==> src/vrt_pkg.sv <==
// Shared constants, types and helper functions of the voxel ray traversal unit.
package vrt_pkg;

    localparam int MAP_SIDE  = 32;
    localparam int TYPE_BITS = 8;
    localparam int COORD_W   = $clog2(MAP_SIDE);
    localparam int MAP_DEPTH = MAP_SIDE * MAP_SIDE * MAP_SIDE;
    localparam int ADDR_W    = $clog2(MAP_DEPTH);

    localparam int CELL_W  = 14;
    localparam int FRAC_W  = 12;
    localparam int D0_W    = 13;
    localparam int MAG_W   = 16;
    localparam int LEN_W   = 32;
    localparam int LIM_W   = 20;
    localparam int LIM1_W  = 21;
    localparam int DM_W    = 37;
    localparam int T_W     = 53;
    localparam int S_W     = 74;
    localparam int P_W     = 70;
    localparam int Q_W     = 71;
    localparam int TMP_W   = 36;

    localparam int MUL_A_W    = 48;
    localparam int MUL_B_W    = 48;
    localparam int MUL_DIG_W  = 16;
    localparam int MUL_DIGITS = MUL_B_W / MUL_DIG_W;
    localparam int MUL_CNT_W  = $clog2(MUL_DIGITS);
    localparam int MUL_P_W    = MUL_A_W + MUL_B_W;

    localparam int NUM_OPS = 27;
    localparam int OP_W    = 5;

    localparam logic CMD_WRITE = 1'b0;
    localparam logic CMD_CAST  = 1'b1;

    typedef enum logic [2:0] {
        ST_IDLE,
        ST_MUL_GO,
        ST_MUL_WAIT,
        ST_WALK_FIRST,
        ST_WALK_RD,
        ST_WALK_EV,
        ST_FINISH
    } state_t;

    typedef enum logic [2:0] {
        OPD_M,
        OPD_D0,
        OPD_L,
        OPD_T,
        OPD_LIM,
        OPD_LIM1,
        OPD_TMP
    } opnd_t;

    typedef enum logic [2:0] {
        DST_L,
        DST_D,
        DST_T,
        DST_S,
        DST_TMP,
        DST_P,
        DST_Q
    } dst_t;

    typedef struct packed {
        opnd_t      a_sel;
        logic [1:0] a_ax;
        opnd_t      b_sel;
        logic [1:0] b_ax;
        dst_t       dst;
        logic [1:0] d_ax;
        logic [1:0] d_bx;
    } calc_op_t;

    function automatic calc_op_t mk_op(input opnd_t as, input logic [1:0] aa,
                                       input opnd_t bs, input logic [1:0] ba,
                                       input dst_t ds, input logic [1:0] da,
                                       input logic [1:0] db);
        calc_op_t o;
        o.a_sel = as;
        o.a_ax  = aa;
        o.b_sel = bs;
        o.b_ax  = ba;
        o.dst   = ds;
        o.d_ax  = da;
        o.d_bx  = db;
        return o;
    endfunction

    // Setup program: squared lengths, cross terms, distance terms, range bounds.
    function automatic calc_op_t calc_op(input logic [OP_W-1:0] idx);
        calc_op_t o;
        unique case (idx)
            5'd0:  o = mk_op(OPD_M, 2'd0, OPD_M, 2'd0, DST_L, 2'd0, 2'd0);
            5'd1:  o = mk_op(OPD_M, 2'd1, OPD_M, 2'd1, DST_L, 2'd1, 2'd0);
            5'd2:  o = mk_op(OPD_M, 2'd2, OPD_M, 2'd2, DST_L, 2'd2, 2'd0);
            5'd3:  o = mk_op(OPD_D0, 2'd0, OPD_M, 2'd1, DST_D, 2'd0, 2'd1);
            5'd4:  o = mk_op(OPD_D0, 2'd0, OPD_M, 2'd2, DST_D, 2'd0, 2'd2);
            5'd5:  o = mk_op(OPD_D0, 2'd1, OPD_M, 2'd0, DST_D, 2'd1, 2'd0);
            5'd6:  o = mk_op(OPD_D0, 2'd1, OPD_M, 2'd2, DST_D, 2'd1, 2'd2);
            5'd7:  o = mk_op(OPD_D0, 2'd2, OPD_M, 2'd0, DST_D, 2'd2, 2'd0);
            5'd8:  o = mk_op(OPD_D0, 2'd2, OPD_M, 2'd1, DST_D, 2'd2, 2'd1);
            5'd9:  o = mk_op(OPD_D0, 2'd0, OPD_L, 2'd0, DST_T, 2'd0, 2'd0);
            5'd10: o = mk_op(OPD_D0, 2'd1, OPD_L, 2'd0, DST_T, 2'd1, 2'd0);
            5'd11: o = mk_op(OPD_D0, 2'd2, OPD_L, 2'd0, DST_T, 2'd2, 2'd0);
            5'd12: o = mk_op(OPD_T, 2'd0, OPD_D0, 2'd0, DST_S, 2'd0, 2'd0);
            5'd13: o = mk_op(OPD_T, 2'd1, OPD_D0, 2'd1, DST_S, 2'd1, 2'd0);
            5'd14: o = mk_op(OPD_T, 2'd2, OPD_D0, 2'd2, DST_S, 2'd2, 2'd0);
            5'd15: o = mk_op(OPD_LIM, 2'd0, OPD_M, 2'd0, DST_TMP, 2'd0, 2'd0);
            5'd16: o = mk_op(OPD_TMP, 2'd0, OPD_TMP, 2'd0, DST_P, 2'd0, 2'd0);
            5'd17: o = mk_op(OPD_LIM1, 2'd0, OPD_M, 2'd0, DST_TMP, 2'd0, 2'd0);
            5'd18: o = mk_op(OPD_TMP, 2'd0, OPD_TMP, 2'd0, DST_Q, 2'd0, 2'd0);
            5'd19: o = mk_op(OPD_LIM, 2'd0, OPD_M, 2'd1, DST_TMP, 2'd0, 2'd0);
            5'd20: o = mk_op(OPD_TMP, 2'd0, OPD_TMP, 2'd0, DST_P, 2'd1, 2'd0);
            5'd21: o = mk_op(OPD_LIM1, 2'd0, OPD_M, 2'd1, DST_TMP, 2'd0, 2'd0);
            5'd22: o = mk_op(OPD_TMP, 2'd0, OPD_TMP, 2'd0, DST_Q, 2'd1, 2'd0);
            5'd23: o = mk_op(OPD_LIM, 2'd0, OPD_M, 2'd2, DST_TMP, 2'd0, 2'd0);
            5'd24: o = mk_op(OPD_TMP, 2'd0, OPD_TMP, 2'd0, DST_P, 2'd2, 2'd0);
            5'd25: o = mk_op(OPD_LIM1, 2'd0, OPD_M, 2'd2, DST_TMP, 2'd0, 2'd0);
            5'd26: o = mk_op(OPD_TMP, 2'd0, OPD_TMP, 2'd0, DST_Q, 2'd2, 2'd0);
            default: o = mk_op(OPD_M, 2'd0, OPD_M, 2'd0, DST_TMP, 2'd0, 2'd0);
        endcase
        return o;
    endfunction

    function automatic logic in_map(input logic signed [CELL_W-1:0] x,
                                    input logic signed [CELL_W-1:0] y,
                                    input logic signed [CELL_W-1:0] z);
        return !x[CELL_W-1] && (x < CELL_W'(MAP_SIDE)) &&
               !y[CELL_W-1] && (y < CELL_W'(MAP_SIDE)) &&
               !z[CELL_W-1] && (z < CELL_W'(MAP_SIDE));
    endfunction

    function automatic logic [ADDR_W-1:0] map_addr(input logic signed [CELL_W-1:0] x,
                                                   input logic signed [CELL_W-1:0] y,
                                                   input logic signed [CELL_W-1:0] z);
        return ADDR_W'(z[COORD_W-1:0]) * ADDR_W'(MAP_SIDE * MAP_SIDE) +
               ADDR_W'(y[COORD_W-1:0]) * ADDR_W'(MAP_SIDE) +
               ADDR_W'(x[COORD_W-1:0]);
    endfunction

endpackage

==> src/vrt_mul.sv <==
// Digit-serial multiplier: one 16-bit digit of the second operand per cycle.
module vrt_mul (
    input  logic                            clk,
    input  logic                            rst_n,
    input  logic                            start,
    input  logic [vrt_pkg::MUL_A_W-1:0]     a,
    input  logic [vrt_pkg::MUL_B_W-1:0]     b,
    output logic                            done,
    output logic [vrt_pkg::MUL_P_W-1:0]     prod
);

    logic [vrt_pkg::MUL_A_W-1:0]                    a_reg;
    logic [vrt_pkg::MUL_B_W-1:0]                    b_reg;
    logic [vrt_pkg::MUL_P_W-1:0]                    acc_reg;
    logic [vrt_pkg::MUL_CNT_W-1:0]                  dig_reg;
    logic                                           busy_reg;
    logic                                           done_reg;
    logic [vrt_pkg::MUL_A_W+vrt_pkg::MUL_DIG_W-1:0] partial;
    logic [vrt_pkg::MUL_P_W-1:0]                    shifted;
    logic                                           last;

    assign partial = a_reg * b_reg[vrt_pkg::MUL_DIG_W-1:0];
    assign shifted = vrt_pkg::MUL_P_W'(partial) << (vrt_pkg::MUL_DIG_W * dig_reg);
    assign last    = (b_reg >> vrt_pkg::MUL_DIG_W) == '0;

    always_ff @(posedge clk or negedge rst_n)
    begin
        if (!rst_n)
        begin
            busy_reg <= 1'b0;
            done_reg <= 1'b0;
            dig_reg  <= '0;
        end
        else
        begin
            done_reg <= 1'b0;
            if (start)
            begin
                busy_reg <= 1'b1;
                dig_reg  <= '0;
            end
            else if (busy_reg)
            begin
                dig_reg <= dig_reg + 1'b1;
                if (last)
                begin
                    busy_reg <= 1'b0;
                    done_reg <= 1'b1;
                end
            end
        end
    end

    always_ff @(posedge clk)
    begin
        if (start)
        begin
            a_reg   <= a;
            b_reg   <= b;
            acc_reg <= '0;
        end
        else if (busy_reg)
        begin
            acc_reg <= acc_reg + shifted;
            b_reg   <= b_reg >> vrt_pkg::MUL_DIG_W;
        end
    end

    assign done = done_reg;
    assign prod = acc_reg;

endmodule

==> config.mk <==
export PLATFORM = sky130hd
export DESIGN_NAME = vrt_mul
export DESIGN_NICKNAME = d
export VERILOG_FILES = /design/src/vrt_pkg.sv /design/src/vrt_mul.sv
export SDC_FILE = /design/constraint.sdc
export NUM_CORES = 2
export LEC_CHECK = 0
export ABC_AREA = 1
export BUFFER_PORTS_ARGS = -buffer_cell sky130_fd_sc_hd__buf_2
export CORE_MARGIN = 2
export CORE_UTILIZATION = 50
export DETAILED_ROUTE_END_ITERATION = 12
export GPL_TIMING_DRIVEN = 1
export PLACE_DENSITY = 0.67
export SYNTH_ARGS = -nofsm -noshare
export SYNTH_HDL_FRONTEND = slang
export SYNTH_SLANG_ARGS = --single-unit
==> constraint.sdc <==
create_clock -name clk -period 9.1 [get_ports clk]
set_input_delay 0.455 -clock clk [delete_from_list [all_inputs] [get_ports clk]]
set_output_delay 0.455 -clock clk [all_outputs]
set_load 0.01 [all_outputs]
Yosys cells after proc, flatten, opt, wreduce, memory -nomap -nowiden --
Index checks and enable logic that the tools add are counted.
Storage, ports and cells: flip-flop bits (word level) 196, input port bits 99, output and inout port bits 97, word-level logic and storage cells 22
Operators by class: add/subtract/negate cells 2, $mul 1, shifts and indexed selects 1, mux-type cells 10, reductions and logical operators 2
Operator list (number):
- $add 96x96->96 | 1
- $mux 48 | 2
- $shl 64x6->96 | 1
- $mul 48x16->64 | 1
- $logic_not 48->1 | 1
- $mux 1 | 6
- $mux 2 | 2
- $add 2x1->2 const B | 1
- $reduce_bool 2->1 | 1

Longest topological paths before layout --
word-level depth 4, mapped depth 49, depth with buffers taken out 47

Worst setup path after synthesis --
OpenSTA, ideal clock, no wires.
path kind register -> register, from register b_reg[4] (netlist bit), to register acc_reg, in the netlist prod[70], library setup time 0.113 ns, arrival time 7.295 ns, data required time 8.987 ns, slack 1.692 ns, cell stages (with the launch flop) 41, path buffers 2, period minus slack after synthesis 7.408 ns, path through edfxtp_1 clkbuf_1 clkbuf_1 nand2_1 fa_1 inv_1 fa_1 inv_1 fa_1 inv_1 fa_1 inv_1 fa_1 fa_1 inv_1 ha_1 nand2_1 nor2_1 (+5 left out) o211ai_1 or2_1 nand3_1 nand3_1 o21ai_0 ha_1 nand2_1 nor2_1 inv_1 nor2_1 inv_1 nor4_1 nand2_1 nand2_1 a21oi_1 xnor2_1 o21ai_1 inv_1
Between the ends: longest elaborated chain between the ends 3
Ends and longest elaborated chain:
- from (decl) | RTL line vrt_mul.sv:13 | logic [vrt_pkg::MUL_B_W-1:0] b_reg;
- from (signal assigned) | RTL line vrt_mul.sv:65 | b_reg <= b_reg >> vrt_pkg::MUL_DIG_W;
- $mul 48x16->64 | RTL line vrt_mul.sv:22 | assign partial = a_reg * b_reg[vrt_pkg::MUL_DIG_W-1:0];
- $shl 64x6->96 | RTL line vrt_mul.sv:23 | assign shifted = vrt_pkg::MUL_P_W'(partial) << (vrt_pkg::MUL_DIG_W * dig_reg);
- $add 96x96->96 | RTL line vrt_mul.sv:64 | acc_reg <= acc_reg + shifted;
- to (signal assigned) | RTL line vrt_mul.sv:64
- to (decl) | RTL line vrt_mul.sv:14 | logic [vrt_pkg::MUL_P_W-1:0] acc_reg;
Every way passes these cells. A chain may end at the register's enable or synchronous reset.

Worst setup path in the final report --
from register b_reg[1] (netlist bit), to register acc_reg, in the netlist prod[82]
The elaborated chain is that of the path after synthesis.

==> impl_metrics.env <==
export IMPL_dpl_cell_area_sq_um=46300
export IMPL_clock_sinks=196
export IMPL_clock_latency_ps=540
export IMPL_postRouteAntennaNets=0
export IMPL_totalWireLength_mm=152
export IMPL_synth_edf_count=96
export IMPL_drc_errors=0
export IMPL_crit_required_ps=9530
export IMPL_gp_congestion=1.00
export IMPL_ios=196
export IMPL_fill_cells=8021
export IMPL_initial_core_util_pct=50.6
export IMPL_floorplan_die_area_sq_um=85500
export IMPL_ys_types=62
export IMPL_cts_root_buffer="clkbuf_16"
export IMPL_finalClockSkew_ps=29.8
export IMPL_final_core_util_pct=58.6
export IMPL_area_growth_pct=15.8
export IMPL_hold_depth=1
export IMPL_async_flop_share_pct=2.04
export IMPL_dpl_worst_slack_ps=-168
export IMPL_rsz0062_at_grt="true"
export IMPL_num_rows=105
export IMPL_synth_ff_type="edfxtp_1"
export IMPL_fin_area_sq_um=48200
export IMPL_vias=40200
export IMPL_synth_seq_cells=196
export IMPL_syn_cell_area_sq_um=41600
export IMPL_slowest_stage="fa_2"
export IMPL_max_slew_margin_pct=22.5
export IMPL_grt_pass1_wl_mm=233
export IMPL_hold_path_startpoint="a[38]"
export IMPL_antenna_found_initial=1
export IMPL_fp_dieW_um=292
export IMPL_crit_arrival_ps=9250
export IMPL_critPathKind="flop to flop"
export IMPL_worstReg2RegStart="b_reg[1]"
export IMPL_r2r_cells=40
export IMPL_post_drt_wl_per_cell_um=20.3
export IMPL_outcome="finished clean"
export IMPL_hpwlAfterDp_mm=126
export IMPL_synthCells=5995
export IMPL_nets=7397
export IMPL_drtPass1Iterations=6
export IMPL_finalHoldViolCount=0
export IMPL_via_per_inst=5.35
export IMPL_coreArea_sq_um=82200
export IMPL_syn_nets=6968
export IMPL_grt_max_degree=94
export IMPL_end_kind="flop"
export IMPL_tritoncts="yes"
export IMPL_drive_above_1_share_pct=14.1
export IMPL_avgSynthCellArea_sq_um=6.94
export IMPL_max_stage_delay_ps=570
export IMPL_htreeDepth=4
export IMPL_rr_endpoint="prod[82]"
export IMPL_cts_buffer_depth=2
export IMPL_synth_seq_area_share_pct=11.8
export IMPL_min_to="a_reg[38]"
export IMPL_fin_crit_sh_pct=96.9
export IMPL_numCtsBuffers=17
export IMPL_hold_path_class="input port to flop"
export IMPL_drt_iter0_drc=3173
export IMPL_setup_worst_path_start_class="flop"
export IMPL_yosys_warnings=0
export IMPL_maxCapViolCount=0
export IMPL_fmax_mhz=113
export IMPL_tightestPinTransition_ps=1160
export IMPL_grtUsageTotal_pct=36.1
export IMPL_grt_pass1_vias=41000
export IMPL_crit_fanout=5
export IMPL_post_route_min_period_ps=8820
export IMPL_clkTransAtPathRegs_ps=100
export IMPL_setup_violations=0
export IMPL_setup_ws_ps=283
export IMPL_r2r_slack_ps=280
export IMPL_port_buffers=195
export IMPL_tns_ps=0
export IMPL_grt_ovfl_total=0
export IMPL_largest_reg_flops=96
export IMPL_diodes=0
export IMPL_die_y_um=292
export IMPL_drv_slew=0
timing repair:
item / 4_1_cts / 5_1_grt
pin swaps: 0 / 35
hold endpoints to repair: 4 / 0
endpoints found under the setup margin: 6 / 53
setup buffers: 13 / 38
resized for setup: 2 / 168
gates cloned: 0 / 3
hold buffers: 1 / 0
placed cells by master, fill, tap and decap left out, drive strengths merged, types with 6 or more instances in the layout:
| cell type | netlist | final |
|---|---|---|
| a211oi | 6 | 6 |
| a21boi | 10 | 10 |
| a21o | 16 | 16 |
| a21oi | 275 | 275 |
| a31o | 8 | 8 |
| a31oi | 16 | 16 |
| buf | 22 | 646 |
| clkbuf | 217 | 21 |
| dfxtp | 96 | 96 |
| edfxtp | 96 | 96 |
| fa | 643 | 643 |
| ha | 231 | 231 |
| inv | 1469 | 1476 |
| nand2 | 1518 | 1518 |
| nand3 | 205 | 205 |
| nand4 | 33 | 33 |
| nor2 | 587 | 587 |
| nor3 | 25 | 25 |
| nor4 | 16 | 16 |
| o211ai | 17 | 17 |
| o21a | 11 | 11 |
| o21ai | 316 | 316 |
| o21bai | 33 | 33 |
| or2 | 16 | 16 |
| xnor2 | 36 | 36 |
| xor2 | 44 | 44 |
synthesized netlist by cell type, types with 8 or more instances:
| library cell | n | area [sq um] |
|---|---|---|
| o21a_1 | 11 | 82.6 |
| nand4_1 | 33 | 206 |
| ha_1 | 231 | 2890 |
| a21oi_2 | 13 | 114 |
| o211ai_1 | 17 | 128 |
| inv_1 | 1458 | 5470 |
| xor2_1 | 44 | 385 |
| inv_2 | 11 | 41.3 |
| clkbuf_1 | 215 | 807 |
| nor2_1 | 573 | 2150 |
| a21oi_1 | 261 | 1310 |
| fa_1 | 643 | 12900 |
| a31oi_1 | 16 | 100 |
| o21ai_0 | 263 | 1320 |
| dfxtp_1 | 96 | 1920 |
| nor3_1 | 23 | 115 |
| nor2_2 | 13 | 81.3 |
| o21ai_1 | 37 | 185 |
| o21ai_2 | 13 | 114 |
| nand2_2 | 17 | 106 |
| edfxtp_1 | 96 | 2880 |
| buf_1 | 13 | 48.8 |
| a21o_1 | 15 | 113 |
| buf_2 | 8 | 40.0 |
| o21bai_1 | 31 | 233 |
| xnor2_1 | 36 | 315 |
| nor4_1 | 14 | 87.6 |
| nand3_1 | 198 | 991 |
| nand2_1 | 1501 | 5630 |
worst max-delay path: cells and delay by family (launching register included):
family / cells / cell delay (ps)
adder cells (fa/ha/maj): 8 / 3890
AND/OR/NAND/NOR: 15 / 1790
AO/OA/AOI/OAI: 8 / 1620
buffers and inverters: 9 / 950
flip-flops: 1 / 450
routing by layer:
layer | global-route usage (%) | vias to the layer above | routed length (um)
met2 | 60.5 | 1571 | 72300
met1 | 45.6 | 19500 | 60800
li1 | - | 18700 | -
met3 | 5.01 | 368 | 10200
met5 | 0 | - | 10
met4 | 18.9 | 2 | 9220
stage by stage:
stage                     std cells  hold slack [ps]
after detailed placement       7420              279
after global routing           7507             71.1
final                          7507             86.0
after global placement         7420              279
after CTS                      7466             55.5
after floorplan                5995              159
final cells by class:
class                           count  area (sq um)  area share [%]
Multi-Input combinational cell   4088         30900            64.1
Inverter                         1471          5520            11.5
Timing Repair Buffer              650          4930            10.2
Sequential cell                   196          4910            10.2
Tap cell                         1070          1340            2.78
Clock buffer                       18           429           0.891
Clock inverter                     14           169           0.351
cell families (layout without fill, tap and decap cells):
group,Yosys count,count (layout),synth area share (%)
AND/OR/NAND/NOR,2414,2414,23.3
XOR/XNOR,80,80,1.68
adder cells (fa/ha/maj),874,874,37.9
multiplexers,1,1,0.0241
flip-flops,196,196,11.8
AO/OA/AOI/OAI,719,719,9.79
buffers and inverters,1711,2153,15.5
how the worst max path moves through the flow:
stage,startpoint,slack (ps),endpoint
2_1_floorplan,b_reg[4],1690,prod[70]
3_3_place_gp,b_reg[9],-220,prod[90]
3_5_place_dp,b_reg[9],-170,prod[90]
4_1_cts,b_reg[1],30,prod[56]
5_1_grt,b_reg[1],-60,prod[90]
6_report,b_reg[1],280,prod[82]
Power is not shown: default switching activity piles up to over one toggle a cycle in this logic, so the estimate is an artifact.
